$ cat src/hdl/kete_pkg.sv
// ----------------------------------------------------------------------------
// kete_pkg
// Shared codes, widths and control types of the keyed entry table.
// ----------------------------------------------------------------------------
`default_nettype none

package kete_pkg;

  localparam int KEY_W   = 32;
  localparam int VALUE_W = 16;
  localparam int MODE_W  = 3;
  localparam int STAT_W  = 3;
  localparam int SLOT_W  = 6;
  localparam int COUNT_W = 8;
  localparam int STAMP_W = 32;
  localparam int TIMEOUT_W = 16;

  localparam logic [TIMEOUT_W-1:0] TIMEOUT_RESET = 16'd120;

  localparam logic [MODE_W-1:0] MODE_REGISTER   = 3'd0;
  localparam logic [MODE_W-1:0] MODE_UNREGISTER = 3'd1;
  localparam logic [MODE_W-1:0] MODE_QUERY      = 3'd2;
  localparam logic [MODE_W-1:0] MODE_UPDATE     = 3'd3;
  localparam logic [MODE_W-1:0] MODE_TICK       = 3'd4;

  localparam logic [STAT_W-1:0] STAT_DONE      = 3'd0;
  localparam logic [STAT_W-1:0] STAT_NOT_FOUND = 3'd1;
  localparam logic [STAT_W-1:0] STAT_FULL      = 3'd2;
  localparam logic [STAT_W-1:0] STAT_LISTED    = 3'd3;
  localparam logic [STAT_W-1:0] STAT_EMPTY     = 3'd4;

  typedef struct packed {
    logic cap;   // capture request
    logic scan;  // run the slot scan
    logic act;   // apply result and load response
  } kete_cmd_t;

  typedef struct packed {
    logic scan_done;
    logic out_free;
    logic total_zero;
  } kete_sts_t;

endpackage

`default_nettype wire

$ cat src/hdl/kete_ctrl.sv
// ----------------------------------------------------------------------------
// kete_ctrl
// Request sequencer: accept, scan the table, then apply and respond.
// ----------------------------------------------------------------------------
`default_nettype none

module kete_ctrl (
  input  wire logic                       clk,
  input  wire logic                       rst,
  input  wire logic                       in_valid,
  output logic                            in_ready,
  input  wire logic [kete_pkg::MODE_W-1:0] in_mode,
  input  wire kete_pkg::kete_sts_t        sts,
  output kete_pkg::kete_cmd_t             cmd
);

  import kete_pkg::*;

  localparam logic [1:0] S_IDLE   = 2'd0;
  localparam logic [1:0] S_SCAN   = 2'd1;
  localparam logic [1:0] S_FINISH = 2'd2;

  logic [1:0]        state;
  logic [1:0]        state_next;
  logic [MODE_W-1:0] mode_q;
  logic              accept;

  assign in_ready = (state == S_IDLE);
  assign accept   = in_valid && in_ready;

  always_comb begin
    state_next = state;
    cmd        = '0;
    unique case (state)
      S_IDLE: begin
        if (accept) begin
          cmd.cap = 1'b1;
          unique case (in_mode)
            MODE_REGISTER, MODE_UNREGISTER, MODE_UPDATE, MODE_TICK: begin
              state_next = S_SCAN;
            end
            MODE_QUERY: begin
              state_next = sts.total_zero ? S_FINISH : S_SCAN;
            end
            default: begin
              state_next = S_IDLE;  // drop unused modes
            end
          endcase
        end
      end
      S_SCAN: begin
        cmd.scan = 1'b1;
        if (sts.scan_done) begin
          state_next = (mode_q == MODE_QUERY) ? S_IDLE : S_FINISH;
        end
      end
      S_FINISH: begin
        if (sts.out_free) begin
          cmd.act    = 1'b1;
          state_next = S_IDLE;
        end
      end
      default: begin
        state_next = S_IDLE;
      end
    endcase
  end

  always_ff @(posedge clk) begin
    if (rst) begin
      state <= S_IDLE;
    end else begin
      state <= state_next;
    end
  end

  always_ff @(posedge clk) begin
    if (accept) begin
      mode_q <= in_mode;
    end
  end

endmodule

`default_nettype wire

$ cat config.mk
export PLATFORM = sky130hd
export DESIGN_NAME = kete_ctrl
export DESIGN_NICKNAME = d
export VERILOG_FILES = /design/src/hdl/kete_pkg.sv /design/src/hdl/kete_ctrl.sv
export SDC_FILE = /design/constraint.sdc
export NUM_CORES = 1
export LEC_CHECK = 0
export BUFFER_PORTS_ARGS = -buffer_cell sky130_fd_sc_hd__buf_2
export CORE_AREA = 4 4 41 43
export CTS_CLUSTER_SIZE = 28
export DETAILED_ROUTE_END_ITERATION = 16
export DIE_AREA = 0 0 45 47
export GPL_ROUTABILITY_DRIVEN = 0
export GPL_TIMING_DRIVEN = 0
export PLACE_DENSITY_LB_ADDON = 0.1
export RECOVER_POWER = 100
export SYNTH_ARGS = -nofsm -noshare
export SYNTH_HDL_FRONTEND = slang
export SYNTH_SLANG_ARGS = --single-unit
$ cat constraint.sdc
create_clock -name clk -period 2.3 [get_ports clk]
set_input_delay 0.115 -clock clk [delete_from_list [all_inputs] [get_ports clk]]
set_output_delay 0.115 -clock clk [all_outputs]
set_load 0.005 [all_outputs]
Word level (Yosys, flattened, before mapping)
Cells that the tools add are included.
{ "word_totals": {"regBits": 5, "latchBits": 0, "ram_bits": 0, "mem_bits_ro": 0, "inputBits": 9, "output_inout_bits": 4, "wordCells": 29, "memories": 0} }
{ "classes": {"add_sub_neg": 0, "mul": 0, "div": 0, "magnitude_cmp": 0, "n_eq_ne": 10, "shift": 0, "muxes": 12, "bitwise_logic": 0, "reduce_logical": 5} }
{ "ops": {"columns": ["operator", "n"], "rows": [
  ["two-way mux 2 bit", 5],
  ["equality test 3 x 2 -> 1 bit, second input constant", 3],
  ["one-hot mux 2 bit (3 select lines)", 1],
  ["two-way mux 1 bit", 5],
  ["!= test 2 bit, second input constant", 2],
  ["one-hot mux 2 bit (2 select lines)", 1],
  ["OR reduction 4 bit", 1],
  ["equality test 3 x 1 -> 1 bit, second input constant", 1],
  ["equality test 3 bit, second input constant", 1],
  ["logical NOT 3 bit", 1],
  ["AND reduction 3 bit", 1],
  ["equality test 2 x 1 -> 1 bit, second input constant", 1],
  ["equality test 2 bit, second input constant", 1],
  ["logical NOT 2 bit", 1],
  ["!= test 2 x 1 -> 1 bit, second input constant", 1],
  ["logical AND 1 bit", 1]
]} }

Depth between registers and ports, before layout
{ "logic_depth": {"depth_word": 5, "ltp_mapped": 5, "mapped_depth_nobuf": 4} }

Worst setup path after synthesis
OpenSTA, ideal clock, no wires.
{ "synth_path": {"kind": "register -> register", "startpoint": "reg state[0]", "endpoint": "reg mode_q[0] (enable)", "setup_ns": 0.307, "arrival_ns": 0.772, "required_time_ns": 1.993, "path_slack_ns": 1.221, "path_stages_with_launch": 4, "n_path_buf": 1, "synth_period_minus_slack_ns": 1.079, "cell_sequence": "dfxtp_1 -> buf_2 -> nor2_1 -> and2_1"} }
{ "synth_between": {"elab_chain_len": 2} }
{ "synth_rtl": {"columns": ["element", "line_no", "source"], "rows": [
  ["start: declaration", "kete_ctrl.sv:23", "logic [1:0] state;"],
  ["start signal: assignment", "kete_ctrl.sv:73", "state <= state_next;"],
  ["logical NOT 2 bit", "kete_ctrl.sv:28", "assign in_ready = (state == S_IDLE);"],
  ["via in_ready", "kete_ctrl.sv:11", "output logic in_ready,"],
  ["logical AND 1 bit", "kete_ctrl.sv:29", "assign accept = in_valid && in_ready;"],
  ["via accept", "kete_ctrl.sv:26", "logic accept;"],
  ["end signal: assignment", "kete_ctrl.sv:79", "mode_q <= in_mode;"],
  ["end: declaration", "kete_ctrl.sv:25", "logic [MODE_W-1:0] mode_q;"]
]} }
The timed path passes the listed nets, and every way through them passes these cells.
A chain may end at the register's enable or synchronous reset.

==> metrics.md <==
| Metric | Value |
|---|---|
| Status | `finished, final reports clean` |
| Layout cells sized above 1 | `0.289` |
| Post-Syn Instances | `29` |
| Final period utilization | `0.658` |
| DRC violations left | `0` |
| CP Buf/Inv Count | `3` |
| CP startpoint kind | `register` |
| Std cell rows | `13` |
| Slowest CP cell | `dfxtp_1` |
| Fin nets | `55` |
| Max Used Layer | `met3` |
| Sw Pwr | `a little under 70 µW` |
| Non-filler cells, final | `60` |
| Fill count | `166` |
| Relative slew margins | `0.783` |
| Remaining antenna violation count | `0` |
| Vias | `256` |
| Core area | `1300 µm²` |
| PD cells | `approximately 720 nW/µm²` |
| Die Wd | `around 45 µm` |
| Seq pwr share | `0.398` |
| Vias in the first global route | `245` |
| Flops & latches, synth | `5` |
| Largest net degree at the start of global routing | `11` |
| Final core occ | `0.284` |
| CTS tree | `done` |
| I/O pins | `13` |
| Post-Route WL | `655 µm` |
| Synth top area cells | `edfxtp_1, dfxtp_1, nor2_1, o21ai_1, a211oi_2` |
| Starting Density | `0.217` |
| Final hold vios | `0` |
| IO buf count | `12` |
| Hold path startpoint | `rst` |
| Clock sinks | `5` |
| All-Layer GR Usage | `0.0690` |
| Crit-path max FO | `8` |
| H-tree depth | `1` |
| Worst-margin pin slew | `0.326 ns` |
| Reg2reg start | `state[1]` |
| Syn Area/Cell | `approximately 9.8 µm²` |
| Final setup TNS | `0 ns` |
| Hold slack | `between 0.05 and 0.06 ns` |
| Crit path DAT | `~1.4 ns` |
| Wire length on met2 | `approximately 340 µm` |
| Max_cap viols | `0` |
| Commonest non-fill, non-tap cells in the layout | `buf_2, clkbuf_1, nor2_1, clkbuf_4` |
| Yosys top cell by area | `edfxtp_1` |
| Synth-to-layout area growth | `30.5%` |
| Maximum clock rate | `660 MHz` |
| Clk pin slew, worst setup/hold paths | `0.05 ns` |
| Hold_buf cts | `0` |
| Resized Gates After CTS | `0` |
| Clock Latency Late Sink | `0.24 ns` |
| Net switching fraction of the power | `0.260` |
| Setup violations, final | `0` |
| CP peak stage delay | `approximately 0.30 ns` |
| WL/cell | `10.9 µm` |
| Setup Skew | `0.00585 ns` |
| Seq/Total Area, Yosys | `0.460` |
| Max-slew violations | `0` |
| Post-CTS setup repair buffer count | `0` |
| CP endpoint kind | `output port` |
| Drt pass-1 iters | `3` |
| Die Height | `47 µm` |
| Initial antenna violation count | `0` |
| Vias/cell | `4.27` |
| Cell area after synthesis | `283 µm²` |
| Ant. Diodes | `0` |
| Root Driver | `clkbuf_4` |
| Clock Tree Buf Depth | `2` |
| Crit path kind | `register to output port` |
| M1 wire length | `274 µm` |
| Total placed instance area | `362 µm²` |
| Leak | `0.156 nW` |
| Top cell type's share of synthesized area | `0.319` |
| Commonest non-fill, non-tap cell in the layout | `buf_2` |
| Clk network pwr share | `0.388` |
| Power share of the combinational group | `0.214` |
| Critical path's top delay family | `buffers and inverters` |
| Placed Instances | `56` |
| Peak supply drop | `approximately 0.21 mV` |
| Synth unique cells | `19` |
| WP data required | `~2.2 ns` |
| Syn Nets | `38` |
| Critical Path, Cell by Cell | `clkbuf_1 > nor2_1 > and2_0 > clkbuf_4 > buf_2` |
| Yosys warnings | `0` |
| Num CTS Buffers | `3` |
| Final worst path period need | `1.51 ns` |
| Die area | `approximately 2100 µm²` |
| Cell internal pwr | `198 µW` |
| Congestion Overflow GR | `0` |
| Min-delay worst type | `input port to register` |
| Met3 Routed Length | `roughly 44 µm` |
| Crit path from | `state[1]` |
| DRT iter0 DRCs | `8` |
| RSZ-0062 raised after global routing | `false` |
| First-pass GRT wire length | `about 950 µm` |
| Design area | `between 300 and 400 µm²` |
routing by layer:
metal	GRT usage	vias to the layer above
met5	0	-
met4	0.0702	0
met3	0.0345	0
met2	0.107	5
met1	0.0645	118
li1	-	133
cell type report:
cell class / count / area [µm²] / area share
Buffer: 3 / 16.3 / 0.0441
Multi-Input combinational cell: 21 / 124 / 0.336
Clock buffer: 4 / 26.3 / 0.0712
Tap cell: 15 / 18.8 / 0.0508
Sequential cell: 5 / 130 / 0.353
Timing Repair Buffer: 12 / 53.8 / 0.146
cell families after synthesis:
kind of cell / count (synthesis) / share of synthesized area
compound gates: 8 / 0.195
buf+inv: 3 / 0.0841
flops: 5 / 0.460
mux: 1 / 0.0354
simple gates: 12 / 0.226
per-stage QoR:
step,setup slack [ns],total power [mW]
2_1_floorplan,1.22,0.151
3_3_place_gp,1.17,0.173
3_5_place_dp,1.18,0.174
4_1_cts,0.908,0.281
5_1_grt,0.680,0.286
6_report,0.786,0.267
synthesized netlist by cell type:
| master | n |
|---|---|
| nor2_1 | 5 |
| o21ai_1 | 3 |
| and3b_1 | 1 |
| edfxtp_1 | 3 |
| nand2_1 | 1 |
| buf_2 | 1 |
| o22ai_1 | 1 |
| buf_4 | 1 |
| o21ba_1 | 1 |
| nor2b_1 | 2 |
| nor3_1 | 1 |
| dfxtp_1 | 2 |
| a31oi_1 | 1 |
| a21oi_1 | 1 |
| and2_1 | 1 |
| a211oi_2 | 1 |
| mux2i_1 | 1 |
| and2b_2 | 1 |
| buf_6 | 1 |
registers in the layout (all words and copies together) (netlist names):
signal,count
mode_q,3
state,2
path summary, 6_finish.rpt:
check	slack (ns)	end	depth (start not counted)
max	0.79	cmd[2]	5
min	0.06	state[0]	2
max reg2reg	1.05	state[1]	4
min reg2reg	0.63	state[1]	3
power by group through the flow:
stage          sequential, mW  clock, mW  combinational [mW]
6_report                0.106      0.104              0.0571
5_1_grt                 0.107      0.115              0.0640
4_1_cts                 0.107      0.108              0.0653
3_5_place_dp            0.109          0              0.0653
3_3_place_gp            0.109          0              0.0644
2_1_floorplan           0.108          0              0.0424
No activity file was read; power rests on OpenSTA's default activity.
